<file path="config.mk">
export PLATFORM = sky130hd
export DESIGN_NAME = key_value_cache_lru_on_write_core_flat
export DESIGN_NICKNAME = d
export VERILOG_FILES = /design/src/rtl/kvc_pkg.sv /design/src/rtl/kvc_if.sv /design/src/rtl/key_value_cache_lru_on_write_core.sv /design/src/rtl/kvc_store.sv /design/src/rtl/kvc_scan.sv /design/src/flat_wrapper.sv
export SDC_FILE = /design/constraint.sdc
export NUM_CORES = 1
export LEC_CHECK = 0
export ABC_AREA = 1
export BUFFER_PORTS_ARGS = -buffer_cell sky130_fd_sc_hd__buf_2
export CORE_ASPECT_RATIO = 1.25
export CORE_MARGIN = 1
export CORE_UTILIZATION = 52
export CTS_CLUSTER_SIZE = 30
export DETAILED_ROUTE_END_ITERATION = 16
export GPL_TIMING_DRIVEN = 0
export PLACE_DENSITY = 0.68
export SETUP_SLACK_MARGIN = 0.5
export SLEW_MARGIN = 20
export SYNTH_ARGS = -nofsm -noshare
export SYNTH_HDL_FRONTEND = slang
export SYNTH_HIERARCHICAL = 1
export SYNTH_SLANG_ARGS = --single-unit
</file>
<file path="constraint.sdc">
create_clock -name clk -period 5.9 [get_ports clk]
set_clock_uncertainty 0.05 [all_clocks]
set_input_delay 1.18 -clock clk [delete_from_list [all_inputs] [get_ports clk]]
set_output_delay 1.18 -clock clk [all_outputs]
set_load 0.05 [all_outputs]
</file>
<file path="src/rtl/kvc_pkg.sv">
// kvc_pkg: shared types and constants of the key/value cache
// no dependencies; used by the interfaces and every module of the block
package kvc_pkg;

  localparam int CAP_W = 5;
  localparam logic [CAP_W-1:0] CAP_RESET = 5'd16;

  typedef logic signed [31:0] word_t;

  localparam word_t MISS_VALUE = -32'sd1;

  typedef enum logic {
    CMD_GET = 1'b0,
    CMD_SET = 1'b1
  } cmd_t;

  typedef struct packed {
    logic clear;
    logic cmp_en;
  } scan_ctl_t;

  typedef struct packed {
    logic found;
    logic old_found;
    logic free_found;
  } scan_res_t;

endpackage

</file>
<file path="src/rtl/kvc_if.sv">
// kvc_if: valid/ready channels of the key/value cache
// depends on kvc_pkg for payload types
interface kvc_req_if;
  import kvc_pkg::*;
  logic  valid;
  logic  ready;
  cmd_t  cmd;
  word_t key;
  word_t write_value;
  modport source(output valid, cmd, key, write_value, input ready);
  modport sink(input valid, cmd, key, write_value, output ready);
endinterface

interface kvc_rsp_if;
  import kvc_pkg::*;
  logic  valid;
  logic  ready;
  logic  hit;
  word_t read_value;
  modport source(output valid, hit, read_value, input ready);
  modport sink(input valid, hit, read_value, output ready);
endinterface

interface kvc_cfg_if;
  import kvc_pkg::*;
  logic             valid;
  logic             ready;
  logic [CAP_W-1:0] data;
  modport source(output valid, data, input ready);
  modport sink(input valid, data, output ready);
endinterface

</file>
<file path="src/rtl/key_value_cache_lru_on_write_core.sv">
// key_value_cache_lru_on_write_core: fully associative key/value cache, lru on write
// depends on kvc_pkg, kvc_if, kvc_store and kvc_scan
//
// channels: req (cmd, key, write_value), rsp (hit, read_value), cfg (capacity).
// all are valid/ready; a transfer happens on a rising edge with both high.
// a get returns one rsp item: hit and the stored value, or hit low and -1.
// a set returns nothing; it overwrites a present key and makes it newest,
// or inserts the key, evicting the least recently written entry when the
// occupancy has reached the capacity (0 acts as 1, above DEPTH as DEPTH).
// cfg is always ready and must only be written while the block is idle.
// each item runs from its transfer through the scan, drain and update states
// and back to idle before the earliest next transfer; req.ready is low in all
// three: the single compare unit walks the key memory one entry per cycle
// through its one read port, then the drain state and the update state follow.
// a get result is registered in the update state.
// rsp is an output register: a new request is taken while a result waits;
// a following get holds in its update cycle until the old result is taken.
// reset (rst, synchronous) empties the cache and sets capacity to 16.
module key_value_cache_lru_on_write_core #(
  parameter int DEPTH = 16
) (
  input logic       clk,
  input logic       rst,
  kvc_req_if.sink   req,
  kvc_rsp_if.source rsp,
  kvc_cfg_if.sink   cfg
);
  import kvc_pkg::*;

  localparam int IW = (DEPTH > 1) ? $clog2(DEPTH) : 1;
  localparam int CW = $clog2(DEPTH + 1);
  localparam logic [IW-1:0] LAST = IW'(DEPTH - 1);

  typedef enum logic [1:0] {
    ST_IDLE,
    ST_SCAN,
    ST_DRAIN,
    ST_UPD
  } state_t;

  state_t           state;
  logic [CAP_W-1:0] capacity;
  cmd_t             cmd_q;
  word_t            key_q;
  word_t            val_q;
  logic [IW-1:0]    idx;
  logic             cmp_en_q;
  logic [IW-1:0]    cmp_idx_q;
  logic [DEPTH-1:0] valid;
  logic [IW-1:0]    rank [DEPTH];
  logic [CW-1:0]    occ;
  logic             rsp_valid;
  logic             rsp_hit;
  word_t            rsp_data;

  word_t         rd_key;
  word_t         rd_val;
  scan_ctl_t     sctl;
  scan_res_t     res;
  logic [IW-1:0] hit_idx;
  logic [IW-1:0] hit_rank;
  word_t         hit_val;
  logic [IW-1:0] old_idx;
  logic [IW-1:0] free_idx;
  logic [IW-1:0] old_rank;
  logic [IW-1:0] slot;
  logic [31:0]   cap_w;
  logic [31:0]   eff_cap;
  logic          full;
  logic          accept;
  logic          wr_en;
  logic          rsp_load;

  assign req.ready      = (state == ST_IDLE);
  assign cfg.ready      = 1'b1;
  assign rsp.valid      = rsp_valid;
  assign rsp.hit        = rsp_hit;
  assign rsp.read_value = rsp_data;

  assign accept   = req.valid && req.ready;
  assign wr_en    = (state == ST_UPD) && (cmd_q == CMD_SET);
  assign rsp_load = (state == ST_UPD) && (cmd_q == CMD_GET) && (!rsp_valid || rsp.ready);

  assign cap_w   = 32'(capacity);
  assign eff_cap = (cap_w == 32'd0) ? 32'd1 :
                   ((cap_w > 32'(DEPTH)) ? 32'(DEPTH) : cap_w);
  assign full    = 32'(occ) >= eff_cap;

  assign old_rank = IW'(occ - CW'(1));
  assign slot     = res.found ? hit_idx : (full ? old_idx : free_idx);

  assign sctl.clear  = accept;
  assign sctl.cmp_en = cmp_en_q;

  kvc_store #(.DEPTH(DEPTH)) u_store (
    .clk   (clk),
    .we    (wr_en),
    .waddr (slot),
    .wkey  (key_q),
    .wval  (val_q),
    .raddr (idx),
    .rkey  (rd_key),
    .rval  (rd_val)
  );

  kvc_scan #(.DEPTH(DEPTH)) u_scan (
    .clk      (clk),
    .rst      (rst),
    .ctl      (sctl),
    .idx      (cmp_idx_q),
    .key      (key_q),
    .rd_key   (rd_key),
    .rd_val   (rd_val),
    .valid_at (valid[cmp_idx_q]),
    .rank_at  (rank[cmp_idx_q]),
    .old_rank (old_rank),
    .res      (res),
    .hit_idx  (hit_idx),
    .hit_rank (hit_rank),
    .hit_val  (hit_val),
    .old_idx  (old_idx),
    .free_idx (free_idx)
  );

  always_ff @(posedge clk) begin
    if (rst) begin
      state     <= ST_IDLE;
      capacity  <= CAP_RESET;
      cmp_en_q  <= 1'b0;
      valid     <= '0;
      occ       <= '0;
      rsp_valid <= 1'b0;
      for (int i = 0; i < DEPTH; i++) begin
        rank[i] <= '0;
      end
    end else begin
      if (cfg.valid) begin
        capacity <= cfg.data;
      end
      cmp_en_q  <= (state == ST_SCAN);
      cmp_idx_q <= idx;
      if (rsp_load) begin
        rsp_valid <= 1'b1;
        rsp_hit   <= res.found;
        rsp_data  <= res.found ? hit_val : MISS_VALUE;
      end else if (rsp.valid && rsp.ready) begin
        rsp_valid <= 1'b0;
      end
      unique case (state)
        ST_IDLE: begin
          if (req.valid) begin
            cmd_q <= req.cmd;
            key_q <= req.key;
            val_q <= req.write_value;
            idx   <= '0;
            state <= ST_SCAN;
          end
        end
        ST_SCAN: begin
          idx <= IW'(idx + IW'(1));
          if (idx == LAST) begin
            state <= ST_DRAIN;
          end
        end
        ST_DRAIN: begin
          state <= ST_UPD;
        end
        ST_UPD: begin
          if (cmd_q == CMD_GET) begin
            if (rsp_load) begin
              state <= ST_IDLE;
            end
          end else begin
            // age entries, then make the written slot newest
            for (int i = 0; i < DEPTH; i++) begin
              if (res.found) begin
                if (valid[i] && rank[i] < hit_rank) begin
                  rank[i] <= IW'(rank[i] + IW'(1));
                end
              end else if (valid[i] && IW'(i) != slot) begin
                rank[i] <= IW'(rank[i] + IW'(1));
              end
            end
            rank[slot]  <= '0;
            valid[slot] <= 1'b1;
            if (!res.found && !full) begin
              occ <= CW'(occ + CW'(1));
            end
            state <= ST_IDLE;
          end
        end
        default: state <= ST_IDLE;
      endcase
    end
  end

  a_occ_matches_valid: assert property (@(posedge clk) disable iff (rst)
    $countones(valid) == 32'(occ))
    else $error("occupancy count differs from number of valid entries");

  a_free_slot_found: assert property (@(posedge clk) disable iff (rst)
    (state == ST_UPD && cmd_q == CMD_SET && !res.found && !full) |-> res.free_found)
    else $error("insert without a free slot");

  a_oldest_found: assert property (@(posedge clk) disable iff (rst)
    (state == ST_UPD && cmd_q == CMD_SET && !res.found && full) |-> res.old_found)
    else $error("eviction without an oldest entry");

  a_result_from_get: assert property (@(posedge clk) disable iff (rst)
    $rose(rsp_valid) |-> $past(state == ST_UPD && cmd_q == CMD_GET))
    else $error("result raised outside a get update");

endmodule

</file>
<file path="src/rtl/kvc_store.sv">
// kvc_store: key and value memories, one write and one registered read a cycle
// depends on kvc_pkg
module kvc_store #(
  parameter int DEPTH = 16
) (
  input  logic                                    clk,
  input  logic                                    we,
  input  logic [((DEPTH > 1) ? $clog2(DEPTH) : 1)-1:0] waddr,
  input  kvc_pkg::word_t                          wkey,
  input  kvc_pkg::word_t                          wval,
  input  logic [((DEPTH > 1) ? $clog2(DEPTH) : 1)-1:0] raddr,
  output kvc_pkg::word_t                          rkey,
  output kvc_pkg::word_t                          rval
);
  import kvc_pkg::*;

  word_t keys_mem [DEPTH];
  word_t vals_mem [DEPTH];

  always_ff @(posedge clk) begin
    if (we) begin
      keys_mem[waddr] <= wkey;
      vals_mem[waddr] <= wval;
    end
  end

  always_ff @(posedge clk) begin
    rkey <= keys_mem[raddr];
    rval <= vals_mem[raddr];
  end

endmodule

</file>
<file path="src/rtl/kvc_scan.sv">
// kvc_scan: shared compare unit, checks one stored entry a cycle while cmp_en is high
// tracks key match, oldest entry and first free slot; depends on kvc_pkg
module kvc_scan #(
  parameter int DEPTH = 16
) (
  input  logic                                    clk,
  input  logic                                    rst,
  input  kvc_pkg::scan_ctl_t                      ctl,
  input  logic [((DEPTH > 1) ? $clog2(DEPTH) : 1)-1:0] idx,
  input  kvc_pkg::word_t                          key,
  input  kvc_pkg::word_t                          rd_key,
  input  kvc_pkg::word_t                          rd_val,
  input  logic                                    valid_at,
  input  logic [((DEPTH > 1) ? $clog2(DEPTH) : 1)-1:0] rank_at,
  input  logic [((DEPTH > 1) ? $clog2(DEPTH) : 1)-1:0] old_rank,
  output kvc_pkg::scan_res_t                      res,
  output logic [((DEPTH > 1) ? $clog2(DEPTH) : 1)-1:0] hit_idx,
  output logic [((DEPTH > 1) ? $clog2(DEPTH) : 1)-1:0] hit_rank,
  output kvc_pkg::word_t                          hit_val,
  output logic [((DEPTH > 1) ? $clog2(DEPTH) : 1)-1:0] old_idx,
  output logic [((DEPTH > 1) ? $clog2(DEPTH) : 1)-1:0] free_idx
);
  import kvc_pkg::*;

  always_ff @(posedge clk) begin
    if (rst || ctl.clear) begin
      res <= '0;
    end else if (ctl.cmp_en) begin
      if (valid_at && rd_key == key && !res.found) begin
        res.found <= 1'b1;
        hit_idx   <= idx;
        hit_rank  <= rank_at;
        hit_val   <= rd_val;
      end
      if (valid_at && rank_at == old_rank) begin
        res.old_found <= 1'b1;
        old_idx       <= idx;
      end
      if (!valid_at && !res.free_found) begin
        res.free_found <= 1'b1;
        free_idx       <= idx;
      end
    end
  end

endmodule
</file>
<file path="src/flat_wrapper.sv">
// flat-port wrapper written by rule: the top's interface ports become plain ports
module key_value_cache_lru_on_write_core_flat import kvc_pkg::*;
#(
  parameter int DEPTH = 16
)
  (clk, rst, req_valid, req_cmd, req_key, req_write_value, req_ready, rsp_valid, rsp_hit, rsp_read_value, rsp_ready, cfg_valid, cfg_data, cfg_ready);
  kvc_req_if req_i ();
  kvc_rsp_if rsp_i ();
  kvc_cfg_if cfg_i ();
  input logic clk;
  input logic rst;
  input wire logic [$bits(req_i.valid)-1:0] req_valid;
  input wire logic [$bits(req_i.cmd)-1:0] req_cmd;
  input wire logic [$bits(req_i.key)-1:0] req_key;
  input wire logic [$bits(req_i.write_value)-1:0] req_write_value;
  output wire logic [$bits(req_i.ready)-1:0] req_ready;
  output wire logic [$bits(rsp_i.valid)-1:0] rsp_valid;
  output wire logic [$bits(rsp_i.hit)-1:0] rsp_hit;
  output wire logic [$bits(rsp_i.read_value)-1:0] rsp_read_value;
  input wire logic [$bits(rsp_i.ready)-1:0] rsp_ready;
  input wire logic [$bits(cfg_i.valid)-1:0] cfg_valid;
  input wire logic [$bits(cfg_i.data)-1:0] cfg_data;
  output wire logic [$bits(cfg_i.ready)-1:0] cfg_ready;
  assign req_i.valid = req_valid;
  assign req_i.cmd = req_cmd;
  assign req_i.key = req_key;
  assign req_i.write_value = req_write_value;
  assign req_ready = req_i.ready;
  assign rsp_valid = rsp_i.valid;
  assign rsp_hit = rsp_i.hit;
  assign rsp_read_value = rsp_i.read_value;
  assign rsp_i.ready = rsp_ready;
  assign cfg_i.valid = cfg_valid;
  assign cfg_i.data = cfg_data;
  assign cfg_ready = cfg_i.ready;
  key_value_cache_lru_on_write_core #(.DEPTH(DEPTH)) u_core (.clk(clk), .rst(rst), .req(req_i), .rsp(rsp_i), .cfg(cfg_i));
endmodule
</file>
Yosys cells after proc, flatten, opt, wreduce, memory -nomap -nowiden
Memories as Yosys holds them, arrays and structs flattened. A register that Yosys moved wholly into a read port is not among the register bits.
Cells that the tools add are included.

operators by class
  bitwise operators = 36
  eq/ne operators = 24
  order comparisons = 21
  add/sub/neg operators = 19
  reduce and logical (&&, ||, !) cells = 66
  multiplexer cells = 250

operator list
  kind                                                  number
  2-to-1 mux 1 bit                                      204
  2-to-1 mux 4 bit                                      36
  adder 4 x 1 -> 4 bit, second input constant           17
  < comparator 4 bit                                    16
  logical AND 1 bit                                     43
  equality test 32 bit                                  1
  greater-or-equal comparator 5 x 32 -> 1 bit           1
  zero test 32 bit                                      1
  2-to-1 mux 32 bit                                     1
  inequality test 4 bit, first input constant           8
  OR 1 bit                                              32
  AND reduction 3 bit                                   7
  inequality test 3 x 4 -> 1 bit, first input constant  4
  OR 16 bit                                             1
  < comparator 4 x 5 -> 1 bit, second input constant    2
  2-to-1 mux 2 bit                                      4
  inequality test 2 x 4 -> 1 bit, first input constant  2
  case mux 2 bit (4 select lines)                       1
  case mux 4 bit (2 select lines)                       1
  AND reduction 2 bit                                   4
  adder 5 x 1 -> 5 bit, second input constant           1
  > comparator 5 bit, second input constant             1
  zero test 1 bit                                       5
  2-to-1 mux 5 bit                                      1
  other kinds (16)                                      22

storage, ports and cells
  bits in registers = 186
  input port bits = 75
  memory bits (writable) = 1088
  word-level logic and storage cells = 439
  memories kept = 3

memory list
  memory                   words  width  rd ports  clocked after memory_dff  write ports  line                                     source
  u_core.u_store.keys_mem  16     32     1         1                         1            kvc_store.sv:17                          word_t keys_mem [DEPTH];
  u_core.u_store.vals_mem  16     32     1         1                         1            kvc_store.sv:18                          word_t vals_mem [DEPTH];
  u_core.rank              16     4      17        1                         17           key_value_cache_lru_on_write_core.sv:50  logic [IW-1:0] rank [DEPTH];

Depth between registers and ports, before layout
  word-level depth = 15
  depth in mapped cells = 18
  depth with buffers taken out = 18

By module
Netlist, hierarchy kept.

by module, submodules not included
  module                             area an instance (µm²)  cells an instance  times used
  kvc_store                          45248.4                 4212               1
  key_value_cache_lru_on_write_core  10575.1                 1155               1
  kvc_scan                           2247.2                  215                1

Worst setup path before layout
No wires, ideal clock.

  path kind = input -> register
  from = in rst
  to = reg u_core.rsp_hit (netlist: u_core/rsp.hit) (enable)
  data arrival time = 4841 ps
  slack = 503 ps
  setup time = 506 ps
  data required time = 5344 ps
  stages = 3
  cells stage by stage = buf_1 > buf_1 > nor4_1

between the ends
  longest elaborated chain between the ends = 2

RTL lines
  what                           line                                      source
  from (decl)                    flat_wrapper.sv:11                        input logic rst;
  NOT 1 bit (no line)            n/a
  AND reduction 2 bit (no line)  n/a
  to (signal assigned)           key_value_cache_lru_on_write_core.sv:144  rsp_hit <= res.found;
  to (decl)                      key_value_cache_lru_on_write_core.sv:53   logic rsp_hit;

No other way between the ends.
A chain may end at the register's enable or synchronous reset.

Final worst setup path
  from = reg u_core.capacity[0]
  to = mem u_core/u_store/vals_mem[2][26] (netlist bit) (enable)

between the ends
  longest elaborated chain between the ends = 6

RTL lines
  what                                           line                                      source
  from (decl)                                    key_value_cache_lru_on_write_core.sv:42   logic [CAP_W-1:0] capacity;
  from (signal assigned)                         key_value_cache_lru_on_write_core.sv:138  capacity <= cfg.data;
  > comparator 5 bit                             key_value_cache_lru_on_write_core.sv:86   ((cap_w > 32'(DEPTH)) ? 32'(DEPTH) : cap_w);
  2-to-1 mux 5 bit                               key_value_cache_lru_on_write_core.sv:86
  2-to-1 mux 32 bit *                            key_value_cache_lru_on_write_core.sv:85   assign eff_cap = (cap_w == 32'd0) ? 32'd1 :
  greater-or-equal comparator 5 x 32 -> 1 bit *  key_value_cache_lru_on_write_core.sv:87   assign full = 32'(occ) >= eff_cap;
  2-to-1 mux 4 bit * (2 in a row)                key_value_cache_lru_on_write_core.sv:90   assign slot = res.found ? hit_idx : (full ? old_idx : free_idx);
  named net u_core.slot[1]                       key_value_cache_lru_on_write_core.sv:66   logic [IW-1:0] slot;
  to (decl)                                      kvc_store.sv:18

The timed path passes the listed nets; every way through them passes the cells marked *.

==> impl_metrics.csv <==
group,metric,value,unit
clocking,cts.clk_slew.worst_paths,0.06,ns
critical_path,r2r_cells,16,
critical_path,setup.worst_path.start,"u_core/capacity[0]",
layout,final_common_cell,"nand2_1",
timing,finalMaxSlewViolations,0,
critical_path,cpPeakStageDelay,0.65,ns
route,first_pass_iters,6,
route,postRouteAntennaNets,0,
critical_path,slowest_stage,"nor2_4",
critical_path,cp.arrival,4.67,ns
critical_path,worstSetupPathType,"reg -> reg",
power,switching_power,7.582,mW
grt,grt_start_max_net_pins,26,
critical_path,crit_fanout,19,
layout,syn_to_final_growth,13.80,%
power,seqPwrFrac,45.7,%
timing,relSlewSlack,18.37,%
clocking,cts_tree,"yes",
timing,fin_setup_tns,0,ns
logic_synthesis,synthCells,5578,
critical_path,end_kind,"flop",
floorplanning,die_area,0.1130,mm²
floorplanning,die_w,300.8,µm
clocking,cts_made_buffers,136,
timing,hold_viol,0,
critical_path,crit_top_cell,"nand2_1",
grt,antenna_found_initial,4,
critical_path,crit_end,"u_core/u_store/vals_mem[2][26]",
route,wl_per_cell,21.37,µm
critical_path,critPathLaunchType,"flop",
clocking,cts_resized,0,
critical_path,path_buf_inv,4,
placement,place_ws,1.392,ns
layout,fin_nets,6035,
timing,min_period,4.256,ns
route,wl,159.2,mm
logic_synthesis,syn_nets,5729,
timing,worst_pin_slew,1.224,ns
power,p_clk_share,33.7,%
clocking,cts_hold_buf,0,
hold_path,hp-class,"reg -> reg",
power,powerDensity,370.7,mW/mm²
placement,dp.cells,7195,
power,power,24.48,mW
logic_synthesis,syn_area_per_cell,10.41,µm²
flow_run,drv_cap,0,
route,route.detailed.drc,0,
timing,final-setup-viol-count,0,
status,status,"finished, final reports clean",
critical_path,required,6.31,ns
floorplanning,num_io_pins,111,
clocking,clk_path_buf_depth,3,
timing,rsz0062_at_grt,"false",
clocking,htree_levels,4,
timing,setup_slack,1.644,ns
layout,stdcell_count,7448,
power,leakage,27.76,nW
layout,drive_gt1_share,11.27,%
clocking,cts_setup_buffers,0,
critical_path,cp_top_family,"simple AND/OR/NAND/NOR gates",
layout,most-common-layout-cells,"nand2_1, edfxtp_1, inv_1",
placement,io_buffer_count,109,
clocking,cts-root-buf,"clkbuf_16",
grt,grt_pass1_wl,235.8,mm
power,ir_worst_vdd,0.0002706,V
route,drt-initial-drc-count,4580,
critical_path,worstSetupPathDepth,16,
layout,final_util,59.90,%
logic_synthesis,syn_area,0.05804,mm²
power,p_comb_share,20.6,%
power,switching_share,30.97,%
critical_path,rr_endpoint,"u_core/u_store/vals_mem[2][26]",
logic_synthesis,yosys_warnings,6,
clocking,clock_latency,0.77,ns
placement,dp_hpwl,107.9,mm
route,vias,40530,
timing,timing.fmax,0.2350,GHz
critical_path,path_cells,"or4_1 -> nand2_1 -> nand2_1 -> ha_1 -> nand2_2 -> inv_1 -> nand2_4 -> nand3_4 -> nand2_1 -> nand3_1 -> nand2_2 -> nand3_1 -> nor2_4 -> buf_16 -> buf_12 -> buf_12",
clocking,clkSinkCount,1342,
floorplanning,std_cell_rows,136,
critical_path,r2r_slack,1.64,ns
floorplanning,start_util,52.64,%
power,power.internal,16.90,mW
grt,grtUsageTotal,28.27,%
floorplanning,die_h,375.5,µm
placement,gp_congestion,0.9980,
route,vias_per_cell,5.442,
critical_path,worstReg2RegStart,"u_core/capacity[0]",
floorplanning,coreArea,0.1103,mm²
grt,grt_pass1_vias,38510,
timing,period_share,72.13,%
layout,n_fill_cell,8801,
grt,grt_overflow,0,
==> metal layers <==
| metal | part of all wire (%) | GRT usage (%) | routed length [µm] | up-vias |
|---|---|---|---|---|
| met5 | 0 | 0 | 0 | - |
| li1 | - | - | - | 18900 |
| met2 | 49 | 47.17 | 77890 | 1948 |
| met3 | 8.6 | 5.016 | 13740 | 424 |
| met4 | 5.1 | 14.80 | 8189 | 0 |
| met1 | 37 | 35.06 | 59340 | 19260 |
==> how the worst min path moves through the flow <==
stage,from,to,slack (ns),cells after the start
floorplan,u_core/u_store/rval[0],u_core/u_scan/hit_val[0],0.34,0
global placement,u_core/u_store/rval[13],u_core/u_scan/hit_val[13],0.34,0
detailed placement,u_core/u_store/rval[12],u_core/u_scan/hit_val[12],0.34,0
CTS,u_core/u_store/rval[25],u_core/u_scan/hit_val[25],0.34,0
global route,u_core/u_store/rval[7],u_core/u_scan/hit_val[7],0.35,0
finish,u_core/u_store/rval[25],u_core/u_scan/hit_val[25],0.34,0
==> flip-flops by register name, indices dropped and copies added (netlist names), 4 cells and up, named ones only <==
| register | count |
|---|---|
| u_core/u_store/keys_mem | 512 |
| u_core/u_store/vals_mem | 512 |
| u_core/rank | 64 |
| u_core/key_q | 32 |
| u_core/rsp.read_value | 32 |
| u_core/u_scan/hit_val | 32 |
| u_core/u_store/rkey | 32 |
| u_core/u_store/rval | 32 |
| u_core/val_q | 32 |
| u_core/valid | 16 |
| u_core/capacity | 5 |
| u_core/occ | 5 |
| u_core/cmp_idx_q | 4 |
| u_core/idx | 4 |
| u_core/u_scan/free_idx | 4 |
| u_core/u_scan/hit_idx | 4 |
| u_core/u_scan/hit_rank | 4 |
| u_core/u_scan/old_idx | 4 |
==> metrics by stage <==
| stage | hold WS, ns | instance area [µm²] |
|---|---|---|
| 2_1_floorplan | 0.3355 | 58040 |
| 3_3_place_gp | 0.3375 | 60400 |
| 3_5_place_dp | 0.3387 | 61790 |
| 4_1_cts | 0.3407 | 66040 |
| 5_1_grt | 0.3518 | 66040 |
| 6_report | 0.3427 | 66050 |
==> area by class of cell <==
cell class              count  area (µm²)  area share [%]
clock buffers             185        3729           5.645
multi-input cells        3048       14520           21.98
inverters                 942        3543           5.365
clock inverters            65       524.3          0.7938
flip-flops and latches   1342       38660           58.53
diodes                      3       7.507         0.01137
plain buffers             246        1460           2.211
repair buffers            168        1797           2.720
well taps                1449        1813           2.745
==> power by group through the flow <==
stage	clock network (mW)	registers [mW]	logic (mW)
global route	8.75	11.2	5.38
finish	8.25	11.2	5.04
detailed placement	0	11.4	4.94
CTS	8.38	11.2	4.97
floorplan	0	11.3	3.01
global placement	0	11.4	4.81
Note: power is estimated with default switching activity, not from simulation.
